==> src/rtl/core/tmpg_pkg.sv <==
`default_nettype none
// ============================================================================
// tmpg_pkg: text mode pixel generator shared definitions
// Command codes, store geometry, pixel result type and color scaling.
// ============================================================================
package tmpg_pkg;

    localparam int TEXT_COLUMNS_DEF = 32;
    localparam int TEXT_ROWS_DEF    = 12;
    localparam int GLYPH_WORDS      = 256;
    localparam int GLYPH_ROWS       = GLYPH_WORDS / 2;
    localparam int GLYPH_AW         = $clog2(GLYPH_ROWS);
    localparam int PALETTE_ENTRIES  = 16;
    localparam int PAL_AW           = $clog2(PALETTE_ENTRIES);

    localparam logic [2:0] CMD_WRITE_CELL    = 3'd0;
    localparam logic [2:0] CMD_WRITE_GLYPH   = 3'd1;
    localparam logic [2:0] CMD_WRITE_PALETTE = 3'd2;
    localparam logic [2:0] CMD_RENDER        = 3'd3;
    localparam logic [2:0] CMD_BORDER        = 3'd4;

    typedef struct packed {
        logic [7:0] red;
        logic [7:0] green;
        logic [7:0] blue;
        logic       is_fg;
    } t_pixel;

    // nibble * 15 = nibble * 16 - nibble
    function automatic logic [7:0] f_scale15(input logic [3:0] nib);
        return {nib, 4'b0000} - {4'b0000, nib};
    endfunction

endpackage
`default_nettype wire

==> src/rtl/core/tmpg_out_buf.sv <==
`default_nettype none
// ============================================================================
// tmpg_out_buf: pixel result output register with skid stage
// Holds up to two results so the pipeline stalls only once the skid stage is full.
// ============================================================================
module tmpg_out_buf (
    input  wire              i_clk,
    input  wire              i_rst_n,
    input  wire              i_push,
    input  tmpg_pkg::t_pixel i_data,
    input  wire              i_stall,
    output logic             o_valid,
    output tmpg_pkg::t_pixel o_data,
    output logic             o_full
);
    import tmpg_pkg::*;

    logic   r_out_valid, n_out_valid;
    logic   r_skid_valid, n_skid_valid;
    t_pixel r_out, n_out;
    t_pixel r_skid, n_skid;
    logic   pop;

    assign pop = r_out_valid && !i_stall;

    always_comb begin
        n_out_valid  = r_out_valid;
        n_skid_valid = r_skid_valid;
        n_out        = r_out;
        n_skid       = r_skid;
        if (!r_out_valid || pop) begin
            if (r_skid_valid) begin
                n_out        = r_skid;
                n_out_valid  = 1'b1;
                n_skid       = i_data;
                n_skid_valid = i_push;
            end else begin
                n_out        = i_data;
                n_out_valid  = i_push;
            end
        end else if (i_push) begin
            n_skid       = i_data;
            n_skid_valid = 1'b1;
        end
    end

    always_ff @(posedge i_clk) begin
        if (!i_rst_n) begin
            r_out_valid  <= 1'b0;
            r_skid_valid <= 1'b0;
        end else begin
            r_out_valid  <= n_out_valid;
            r_skid_valid <= n_skid_valid;
        end
        r_out  <= n_out;
        r_skid <= n_skid;
    end

    assign o_valid = r_out_valid;
    assign o_data  = r_out;
    assign o_full  = r_skid_valid;

    a_skid_implies_out: assert property (@(posedge i_clk) disable iff (!i_rst_n)
        r_skid_valid |-> r_out_valid)
        else $error("skid holds a result while output register is empty");

    a_skid_drains: assert property (@(posedge i_clk) disable iff (!i_rst_n)
        r_skid_valid && !i_stall |=> r_out_valid)
        else $error("skid result lost on drain");

    a_no_push_when_full: assert property (@(posedge i_clk) disable iff (!i_rst_n)
        r_skid_valid && r_out_valid && i_stall && !i_push |=> r_skid_valid)
        else $error("held skid result dropped");

endmodule
`default_nettype wire

==> config.mk <==
export PLATFORM = sky130hd
export DESIGN_NAME = tmpg_out_buf
export DESIGN_NICKNAME = d
export VERILOG_FILES = /design/src/rtl/core/tmpg_pkg.sv /design/src/rtl/core/tmpg_out_buf.sv
export SDC_FILE = /design/constraint.sdc
export NUM_CORES = 1
export LEC_CHECK = 0
export ABC_AREA = 1
export BUFFER_PORTS_ARGS = -buffer_cell sky130_fd_sc_hd__buf_2
export CAP_MARGIN = 20
export CORE_ASPECT_RATIO = 0.8
export CORE_UTILIZATION = 53
export CTS_BUF_LIST = sky130_fd_sc_hd__clkbuf_8
export DETAILED_ROUTE_END_ITERATION = 8
export PLACE_DENSITY = 0.82
export SYNTH_ARGS = -nofsm -noshare
export SYNTH_HDL_FRONTEND = slang
export SYNTH_SLANG_ARGS = --single-unit
==> constraint.sdc <==
create_clock -name i_clk -period 2.47 [get_ports i_clk]
set_clock_uncertainty 0.05 [all_clocks]
set_input_delay 0 -clock i_clk [delete_from_list [all_inputs] [get_ports i_clk]]
set_output_delay 0 -clock i_clk [all_outputs]
set_load 0.02 [all_outputs]
-- Yosys cells after proc, flatten, opt, wreduce, memory -nomap -nowiden
Index checks and enable logic that the tools add are counted.
- eq/ne operators: 1
- mux-type cells: 8
- reductions and logical operators: 6
- operator list (cell ; count):
    25-bit 2-to-1 mux ; 4
    1-bit 2-to-1 mux ; 4
    1-bit logical NOT ; 2
    2-bit != test (second input constant) ; 1
    2-bit AND reduction ; 1
    2-bit nonzero test ; 1
    1-bit logical AND ; 1
    1-bit logical OR ; 1
- bits in registers: 52
- output and inout port bits: 27
- logic and storage cells: 25

-- Depth between registers and ports, before layout
Gate-level depths: netlist (run 1).
- depth in word-level cells: 5
- gate-level depth with buffers: 5
- mapped depth without buffers: 4

-- Worst setup path after synthesis (run 1)
No wires, ideal clock.
- kind: flip-flop to flip-flop
- from: register r_out_valid, in the netlist o_valid
- to: register r_skid[0] (netlist bit), enable pin
- library setup time: 0.383 ns
- arrival time: 1.837 ns
- setup slack: 0.200 ns
- stages on the path, launching flop included: 4
- buffers on the path: 0
- clock period less this slack: 2.270 ns
- cell sequence: dfxtp_1 > nand2_1 > nand2_2 > o21a_1
- longest elaborated chain between the ends: 4
- elaborated cells between the ends (all ways): 6
- those cells by class: eq/ne: 1; reduce/logical: 5
- RTL lines (item ; RTL line ; source):
    start: declaration ; tmpg_out_buf.sv:18 ; logic r_out_valid, n_out_valid;
    start signal: assignment ; tmpg_out_buf.sv:52 ; r_out_valid <= n_out_valid;
    1-bit logical NOT / 1-bit logical AND (equally long branches) ; tmpg_out_buf.sv:31, tmpg_out_buf.sv:24 ;
    1-bit logical OR (*) ; tmpg_out_buf.sv:31 ; if (!r_out_valid || pop) begin
    2-bit != test (no source line) / 2-bit nonzero test (equally long branches) ; - ;
    2-bit AND reduction (no source line) (*) ; - ;
    end signal: assignment ; tmpg_out_buf.sv:56 ; r_skid <= n_skid;
    end: declaration ; tmpg_out_buf.sv:21 ; t_pixel r_skid, n_skid;
Every way passes the cells marked *; elsewhere a longest branch is shown, timed or not.
A chain may end at the register's enable or synchronous reset.

-- Worst setup path after layout (run 1)
- from: register r_skid_valid, in the netlist o_full
- to: register r_skid_valid, in the netlist o_full
- longest elaborated chain between the ends: 2
- RTL lines (item ; RTL line ; source):
    start: declaration ; tmpg_out_buf.sv:19 ; logic r_skid_valid, n_skid_valid;
    start signal: assignment ; tmpg_out_buf.sv:53 ; r_skid_valid <= n_skid_valid;
    1-bit 2-to-1 mux ; tmpg_out_buf.sv:32 ; if (r_skid_valid) begin
    1-bit 2-to-1 mux ; tmpg_out_buf.sv:31 ;
Every way passes these cells.

==> results_dict.tcl, run 1 <==
set metrics [dict create \
    status "completed" \
    p_int_uw 1318 \
    pwr_density_cell_nw_per_um2 657.0 \
    wl_met3_um 301 \
    antenna_found_initial 0 \
    crit_required_ns 2.66 \
    maxCapViolations 0 \
    pwr-share-clk_pct 26.2 \
    drtIter0Drc 89 \
    viasPerCell 4.762 \
    setup_violations 0 \
    portBuffers 55 \
    final_cell_mix "nand2_1 (78), buf_2 (55), edfxtp_1 (50)" \
    wire_per_inst_um 13.34 \
    die-height_um 56.02 \
    setup-tns-final_ns 0 \
    cp-start-kind "flop" \
    dp_hpwl_mm 2.292 \
    dr.pass1.iters 4 \
    grt_usage_pct 20.87 \
    rows 19 \
    worstHoldStart "i_stall" \
    end_kind "flop" \
    wl_met1_mm 1.573 \
    finalWirelength_mm 3.695 \
    grt_max_degree 29 \
    finalMaxSlewViolations 0 \
    cts.clk_slew.worst_paths_ns 0.09 \
    remaining_drc_errors 0 \
    ctsLongestPathBuffers 2 \
    ant_nets 0 \
    worstPathArrival_ns 1.84 \
    area.growth.synth_to_final_pct 35.21 \
    synth_cell_type_count 12 \
    cts_sinks 52 \
    gr-total-overflow 0 \
    netlist_area_um2 1933 \
    postLayoutCoreUtil_pct 75.83 \
    worstMarginPinSlew_ns 0.5173 \
    final.fill_count 224 \
    slew_headroom_pct 65.43 \
    gp_congestion 0.7231 \
    post-route-min-period_ns 1.647 \
    cp_max_fo 28 \
    hold_ws_ns 0.3351 \
    yosysWarnings 0 \
    min_period_over_period_pct 66.67 \
    grt_pass1_wl_mm 5.954 \
    syn-num-nets 173 \
    swShare_pct 23.27 \
    rsz0062_at_grt "no" \
    syn-instance-count 144 \
    htreeDepth 2 \
    clk_latency_ns 0.30 \
    cts_tree "done" \
    critPathLaunch "o_full$_SDFFE_PN0P_" \
    dieWidth_um 69.52 \
    wl_met2_mm 1.762 \
    die_area_um2 3894 \
    clock.fmax_mhz 607.2 \
    hold_violations 0 \
    design.core.area_um2 3447 \
    root_buffer "clkbuf_8" \
    io-pin-count 56 \
    seqPwrFrac_pct 61.3 \
    yosysSeqAreaShare_pct 79.74 \
    r2r-start "o_full$_SDFFE_PN0P_" \
    cts_made_buffers 5 \
    start_util_pct 56.08 \
    drive_above_1_share_pct 28.94 \
    nNetsFinal 263 \
    hp-class "in2reg" \
    top_layer_used "met4" \
    synth_seq_cells 52 \
    power.leakage_uw 0.001160 \
    combPwrFrac_pct 12.5 \
    num_antenna_cells 0 \
    switchingPower_uw 399.6 \
    grt_pass1_vias 1301 \
    vias 1319 \
    crit_type "reg2reg" \
    peakVddDrop_mv 0.4838 \
    syn_area_per_cell_um2 13.42 \
    final_common_cell "nand2_1" \
]
-- kinds of logic after synthesis --
group | count (synthesis) | synth area share, %
simple gates | 82 | 16.12
flops | 52 | 79.74
buf+inv | 8 | 3.366
compound gates | 2 | 0.7770
-- power groups by stage --
stage | sequential [µW] | combinational, µW | clock, µW
final | 1050 | 214 | 451
after global routing | 1060 | 232 | 499
after CTS | 1050 | 214 | 461
after detailed placement | 1070 | 181 | 0
after global placement | 1070 | 176 | 0
after floorplan | 1120 | 50.3 | 0
-- cells in the mapped netlist --
library cell,instances,area [µm²]
a21boi_0,1,7.510
nor2_1,2,7.510
nand2_1,78,292.8
o21a_1,1,7.510
buf_6,3,33.78
dfxtp_1,2,40.04
edfxtp_1,50,1501
nand3_1,1,5.000
nand2_2,1,6.260
inv_6,1,8.760
buf_4,2,15.01
inv_1,2,7.510
-- worst max-delay path, stage by stage (launching register included) --
cell	delay [ns]
dfxtp_1	0.41
buf_4	0.32
nand3_1	0.11
nand2_1	0.07
inv_1	0.03
nor2_1	0.06
dlygate4sd3_1	0.54
-- metal layers --
layer | global-route usage (%) | vias to the layer above
met3 | 6.884 | 6
met1 | 26.45 | 588
met4 | 7.872 | 0
met5 | 0 | -
li1 | - | 660
met2 | 33.70 | 65
-- worst paths after layout --
kind                                              to  slack [ns]  cells past startpoint
worst min register to register  o_data[20]$_DFFE_PP_        0.48                      2
worst max register to register   o_full$_SDFFE_PN0P_        0.82                      6
worst max-delay path             o_full$_SDFFE_PN0P_        0.82                      6
worst min-delay path            o_data[18]$_DFFE_PP_        0.34                      2
-- cell type report --
class	instances	area, µm²	area share [%]
Multi-Input combinational cell	84	326.6	12.49
Clock inverter	3	15.01	0.5744
Sequential cell	52	1541	58.98
Inverter	3	16.27	0.6223
Tap cell	42	52.55	2.011
Clock buffer	5	68.82	2.633
Timing Repair Buffer	88	593.1	22.69
-- sequential cells by signal (all words and copies together), names as in the netlist --
signal   flops
r_skid      25
o_data      25
o_full       1
o_valid      1
-- metrics by stage --
step	instance area, µm²	setup slack [ns]	std cells	power, µW
floorplan	1933	0.1997	144	1174
global placement	2250	0.9769	241	1246
detailed placement	2250	0.8691	241	1253
CTS	2614	0.8221	277	1727
global route	2614	0.7226	277	1788
finish	2614	0.8232	277	1717
-- timing repair --
| item | 4_1_cts | 5_1_grt |
|---|---|---|
| gates resized for setup | 0 | 0 |
| setup buffers | 0 | 0 |
| endpoints found under the hold margin | 52 | 0 |
| hold buffers | 28 | 0 |
(Power assumes the default switching activity.)
==> run 2, diff against run 1 <==
--- a/config.mk
+++ b/config.mk
@@ -5,14 +5,14 @@
 export SDC_FILE = /design/constraint.sdc
 export NUM_CORES = 1
 export LEC_CHECK = 0
-export ABC_AREA = 1
+export ABC_AREA = 0
 export BUFFER_PORTS_ARGS = -buffer_cell sky130_fd_sc_hd__buf_2
 export CAP_MARGIN = 20
 export CORE_ASPECT_RATIO = 0.8
-export CORE_UTILIZATION = 53
+export CORE_UTILIZATION = 48
 export CTS_BUF_LIST = sky130_fd_sc_hd__clkbuf_8
 export DETAILED_ROUTE_END_ITERATION = 8
-export PLACE_DENSITY = 0.82
+export PLACE_DENSITY = 0.78
 export SYNTH_ARGS = -nofsm -noshare
 export SYNTH_HDL_FRONTEND = slang
 export SYNTH_SLANG_ARGS = --single-unit
==> constraint.sdc (replaced) <==
create_clock -name i_clk -period 1.5 [get_ports i_clk]
set_clock_uncertainty 0.05 [all_clocks]
set_input_delay 0 -clock i_clk [delete_from_list [all_inputs] [get_ports i_clk]]
set_output_delay 0 -clock i_clk [all_outputs]
set_load 0.02 [all_outputs]
==> run 2 against run 1 <==
Against the previous run:
- combinational power grew 66%
- clock-buffer cell count is the same
- first-iteration DRC count shrank 69%
- synthesized area grew 2.4%
- sequential power grew 64%
- sequential cell count is the same
- hold slack lost 0.27 ns
- critical path type is now in2reg
- die area grew 13%
- critical path depth shrank 1
- via count shrank 18%
- highest routed layer unchanged
==> results_dict.tcl, run 2 <==
set metrics [dict create \
    ant_nets 0 \
    crit_required_ns 1.62 \
    yosysSeqAreaShare_pct 77.88 \
    viasPerCell 4.620 \
    rsz0062_at_grt "no" \
    worstPathArrival_ns 1.42 \
    min_period_over_period_pct 86.93 \
    start_util_pct 51.03 \
    drtIter0Drc 28 \
    synth_seq_cells 52 \
    crit_type "in2reg" \
    grt_usage_pct 16.80 \
    cts_sinks 52 \
    synth-edff-count 50 \
    yosysTopAreaCell "edfxtp_1" \
    syn-instance-count 88 \
    r2r_slack_ns 0.22 \
    netlist_area_um2 1979 \
    num_antenna_cells 0 \
    dp_hpwl_mm 2.052 \
    synthFlopType "edfxtp_1" \
    cp_max_fo 3 \
    grt_pass1_vias 1163 \
    drive_above_1_share_pct 53.07 \
    final_common_cell "buf_2" \
    wire_per_inst_um 14.41 \
    vias 1081 \
    portBuffers 55 \
    nNetsFinal 207 \
    grt_max_degree 26 \
    gr-total-overflow 0 \
    worstMarginPinSlew_ns 0.3283 \
    peakVddDrop_mv 0.8463 \
    status "completed" \
    yosys-top-cells-area "edfxtp_1 (76%), mux2_4 (13%), mux2_2 (5.1%), dfxtp_1 (2.0%), buf_12 (1.0%)" \
    root_buffer "clkbuf_8" \
    final.fill_count 258 \
    async_flop_share_pct 0 \
    synth_top_area_share_pct 75.85 \
    final_cell_mix "buf_2 (55), edfxtp_1 (50), dlygate4sd3_1 (28)" \
    syn-num-nets 117 \
    die_area_um2 4386 \
    setup-tns-final_ns 0 \
    synth_cell_type_count 13 \
    hold_violations 0 \
    clk_latency_ns 0.29 \
    area.growth.synth_to_final_pct 39.70 \
    syn_area_per_cell_um2 22.49 \
    synth_common_cells "edfxtp_1 (50), mux2_4 (17), mux2_2 (9), dfxtp_1 (2), nand2_1 (2)" \
    htreeDepth 2 \
    postCtsSetupRepairBufs 0 \
    hp-class "in2reg" \
    end_kind "flop" \
    slew_headroom_pct 78.12 \
    pwr_density_cell_nw_per_um2 1212 \
    post-route-min-period_ns 1.304 \
    antenna_found_initial 0 \
    cts_made_buffers 5 \
    remaining_drc_errors 0 \
    dr.pass1.iters 4 \
    clock.fmax_mhz 766.9 \
    placedCellCount 198 \
    cts_tree "done" \
    power.leakage_uw 0.001106 \
    maxCapViolations 0 \
    rows 20 \
    cts.clk_slew.worst_paths_ns 0.09 \
    finalWirelength_mm 3.372 \
    yosysWarnings 0 \
    finalPower_uw 3351 \
    gp_congestion 0.6682 \
    ctsLongestPathBuffers 2 \
    final_cells 234 \
    synth_most_common_cell "edfxtp_1" \
    design.core.area_um2 3879 \
    die-height_um 59.44 \
    cp-start-kind "input pin" \
    io-pin-count 56 \
    grt_pass1_wl_mm 5.175 \
    setup_violations 0 \
    finalMaxSlewViolations 0 \
    dieWidth_um 73.80 \
]
-- run 2: what timing repair did --
action | in CTS | in global routing
hold buffers | 28 | 0
hold endpoints to repair | 52 | 0
gates resized for setup | 0 | 0
-- run 2: final timing paths --
check | from | endpoint | depth (start not counted)
setup / recovery | i_push | o_full$_SDFFE_PN0P_ | 5
setup reg to reg | o_valid$_SDFFE_PN0P_ | o_full$_SDFFE_PN0P_ | 3
hold reg to reg | r_skid[4]$_DFFE_PP_ | o_data[4]$_DFFE_PP_ | 1
hold / removal | i_stall | o_valid$_SDFFE_PN0P_ | 3
-- run 2: stage by stage --
step	worst slack, ns	hold slack (ns)	util (%)	instance area [µm²]
after floorplan	0.04183	0.04887	-	1992
after global placement	0.2865	0.1429	59.97	2326
after detailed placement	0.2463	0.1491	59.97	2326
after CTS	0.2287	0.05053	71.29	2765
after global routing	0.2002	0.1069	71.29	2765
final	0.1960	0.06786	71.29	2765
-- run 2: report_power, final --
part,internal (µW),switching [µW]
clock network,833,441
registers,1690,27.1
logic,178,178
total,2700,646
-- run 2: per-layer routing --
| metal | part of all wire (%) | track usage [%] |
|---|---|---|
| met5 | 0 | 0 |
| met1 | 45 | 19.66 |
| met3 | 5.1 | 4.592 |
| met2 | 49 | 29.62 |
| met4 | 0.92 | 6.593 |
-- run 2: cell families (layout without fill, tap and decap cells) --
kind of cell	count (synthesis)	count (layout)	share of synthesized area (%)
DFF	52	52	77.88
muxes	26	26	18.02
buffers and inverters	4	95	2.528
AOI/OAI and AO/OA	3	3	0.8846
and+or+nand+nor	3	3	0.6957
-- run 2: worst max-delay path, stage by stage --
cell	delay (ns)
dlygate4sd3_1	0.54
buf_2	0.14
nand4_1	0.09
dlygate4sd3_1	0.55
o21ai_0	0.10
-- run 2: layout make-up --
| class | instances | area, µm² | area share (%) |
|---|---|---|---|
| Timing Repair Buffer | 86 | 590.6 | 21.36 |
| Clock buffer | 5 | 68.82 | 2.489 |
| Sequential cell | 52 | 1544 | 55.84 |
| Multi-Input combinational cell | 32 | 399.1 | 14.43 |
| Tap cell | 55 | 68.82 | 2.489 |
| Clock inverter | 3 | 90.09 | 3.258 |
| Inverter | 1 | 3.754 | 0.1357 |
==> run 3, diff against run 2 <==
--- a/config.mk
+++ b/config.mk
@@ -13,6 +13,7 @@
 export CTS_BUF_LIST = sky130_fd_sc_hd__clkbuf_8
 export DETAILED_ROUTE_END_ITERATION = 8
 export PLACE_DENSITY = 0.78
+export RECOVER_POWER = 25
 export SYNTH_ARGS = -nofsm -noshare
 export SYNTH_HDL_FRONTEND = slang
 export SYNTH_SLANG_ARGS = --single-unit
==> run 3 against run 2 <==
Against the previous run:
- setup slack about the same
- largest cell class unchanged
- wire length down 0.89%
- register-to-register slack about the same
- fmax about the same
- clock power about the same
- non-clock buffer count unchanged
- via count about the same
- power down 0.39%
- critical endpoint unchanged
- critical path depth unchanged
- first-iteration DRC count up 11%
==> results_dict.tcl, run 3 (same netlist as run 2, synthesis figures left out) <==
set metrics [dict create \
    rsz0062_at_grt "no" \
    worstMarginPinSlew_ns 0.3312 \
    finalPower_uw 3338 \
    crit_type "in2reg" \
    cts-resized-gates 0 \
    final_cell_mix "edfxtp_1 (50), dlygate4sd3_1 (28), clkbuf_1 (28)" \
    root_buffer "clkbuf_8" \
    gp_congestion 0.6682 \
    grt_pass1_wl_mm 5.175 \
    reg2reg_depth 3 \
    p_int_uw 2693 \
    cp_max_fo 3 \
    peakVddDrop_mv 0.8443 \
    dp_hpwl_mm 2.052 \
    final.fill_count 278 \
    remaining_drc_errors 0 \
    dieWidth_um 73.80 \
    grt_usage_pct 16.80 \
    cts_made_buffers 5 \
    ant_nets 0 \
    r2r-start "o_valid$_SDFFE_PN0P_" \
    pwr_density_cell_nw_per_um2 1223 \
    post-route-min-period_ns 1.304 \
    portBuffers 55 \
    worstHoldStart "i_stall" \
    htreeDepth 2 \
    path_cells "dlygate4sd3_1 > buf_2 > nand4_1 > dlygate4sd3_1 > o21ai_0" \
    grt_pass1_vias 1163 \
    ctsLongestPathBuffers 2 \
    hold_violations 0 \
    gr-total-overflow 0 \
    drive_above_1_share_pct 37.43 \
    nNetsFinal 207 \
    finalWirelength_mm 3.342 \
    seqPwrFrac_pct 51.6 \
    rows 20 \
    cp-start-kind "input pin" \
    timing.critical_path.mode_cell "dlygate4sd3_1" \
    antenna_found_initial 0 \
    area.growth.synth_to_final_pct 37.93 \
    setup_violations 0 \
    switchingPower_uw 644.9 \
    cpPeakStageDelay_ns 0.55 \
    cpMaxStageDelayCell "dlygate4sd3_1" \
    slew_headroom_pct 77.92 \
    worstPathArrival_ns 1.42 \
    pwr-share-clk_pct 38.1 \
    drtIter0Drc 31 \
    setup-tns-final_ns 0 \
    design.core.area_um2 3879 \
    vias 1080 \
    die_area_um2 4386 \
    maxCapViolations 0 \
    die-height_um 59.44 \
    power.leakage_uw 0.001029 \
    cts.clk_slew.worst_paths_ns 0.09 \
    min_period_over_period_pct 86.90 \
    wire_per_inst_um 14.28 \
    final_common_cell "edfxtp_1" \
    combPwrFrac_pct 10.3 \
    io-pin-count 56 \
    viasPerCell 4.615 \
    status "completed" \
    hp-class "in2reg" \
    grt_max_degree 26 \
    end_kind "flop" \
    clock.fmax_mhz 767.1 \
    dr.pass1.iters 4 \
    finalMaxSlewViolations 0 \
    crit_required_ns 1.62 \
    start_util_pct 51.03 \
    hold_path_end "o_valid$_SDFFE_PN0P_" \
    worstReg2RegEnd "o_full$_SDFFE_PN0P_" \
    hold_ws_ns 0.06986 \
    placedCellCount 198 \
    hold_depth 3 \
    r2r_slack_ns 0.22 \
    final_cells 234 \
    clk_latency_ns 0.30 \
    swShare_pct 19.32 \
    num_antenna_cells 0 \
    cts_tree "done" \
    cts_sinks 52 \
]
## run 3: cell types whose count changed in the layout (fill, tap and decap cells not counted), sizes merged
cell,before,now
buf,58,29
clkbuf,5,34
## run 3: power groups by stage
stage / logic [µW] / registers [µW] / clock network (µW)
finish: 344 / 1720 / 1270
global route: 369 / 1730 / 1340
CTS: 357 / 1720 / 1300
detailed placement: 302 / 1750 / 0
global placement: 295 / 1750 / 0
floorplan: 106 / 1830 / 0
## run 3: worst max-delay path, delay by kind of cell
kind | cells | cell delay (ns)
AOI/OAI and AO/OA | 1 | 0.10
and+or+nand+nor | 1 | 0.09
buffers and inverters | 3 | 1.23
## run 3: how the worst max path moves through the flow
stage / start / end / slack [ns] / cells after the start
finish: i_push / o_full$_SDFFE_PN0P_ / 0.20 / 5
global route: o_valid$_SDFFE_PN0P_ / o_full$_SDFFE_PN0P_ / 0.20 / 3
CTS: o_full$_SDFFE_PN0P_ / o_data[9]$_DFFE_PP_ / 0.23 / 2
detailed placement: o_full$_SDFFE_PN0P_ / o_data[8]$_DFFE_PP_ / 0.25 / 2
global placement: o_full$_SDFFE_PN0P_ / o_data[8]$_DFFE_PP_ / 0.29 / 2
floorplan: o_full$_SDFFE_PN0P_ / r_skid[0]$_DFFE_PP_ / 0.04 / 3
## run 3: repair_timing
| action | in CTS | in global routing |
|---|---|---|
| setup buffers | 0 | 0 |
| endpoints found under the hold margin | 52 | 0 |
| hold buffers | 28 | 0 |
## run 3: cell type report
cell class	count	area [µm²]	area share, %
tap	55	68.82	2.521
sequential	52	1544	56.55
clock inverter	3	90.09	3.300
inverter	1	3.754	0.1375
clock buffer	5	68.82	2.521
multi-input combinational	32	399.1	14.62
timing repair buffer	86	555.5	20.35
## run 3: through the flow
step | area [µm²] | worst slack, ns | utilization (%)
finish | 2730 | 0.1965 | 70.39
global route | 2730 | 0.2002 | 70.39
CTS | 2765 | 0.2287 | 71.29
detailed placement | 2326 | 0.2463 | 59.97
global placement | 2326 | 0.2865 | 59.97
floorplan | 1992 | 0.04183 | -
## run 3: routing by layer
| layer | part of all wire, % | global-route usage, % |
|---|---|---|
| met3 | 5.2 | 4.592 |
| met5 | 0 | 0 |
| met1 | 45 | 19.66 |
| met2 | 49 | 29.62 |
| met4 | 0.93 | 6.593 |
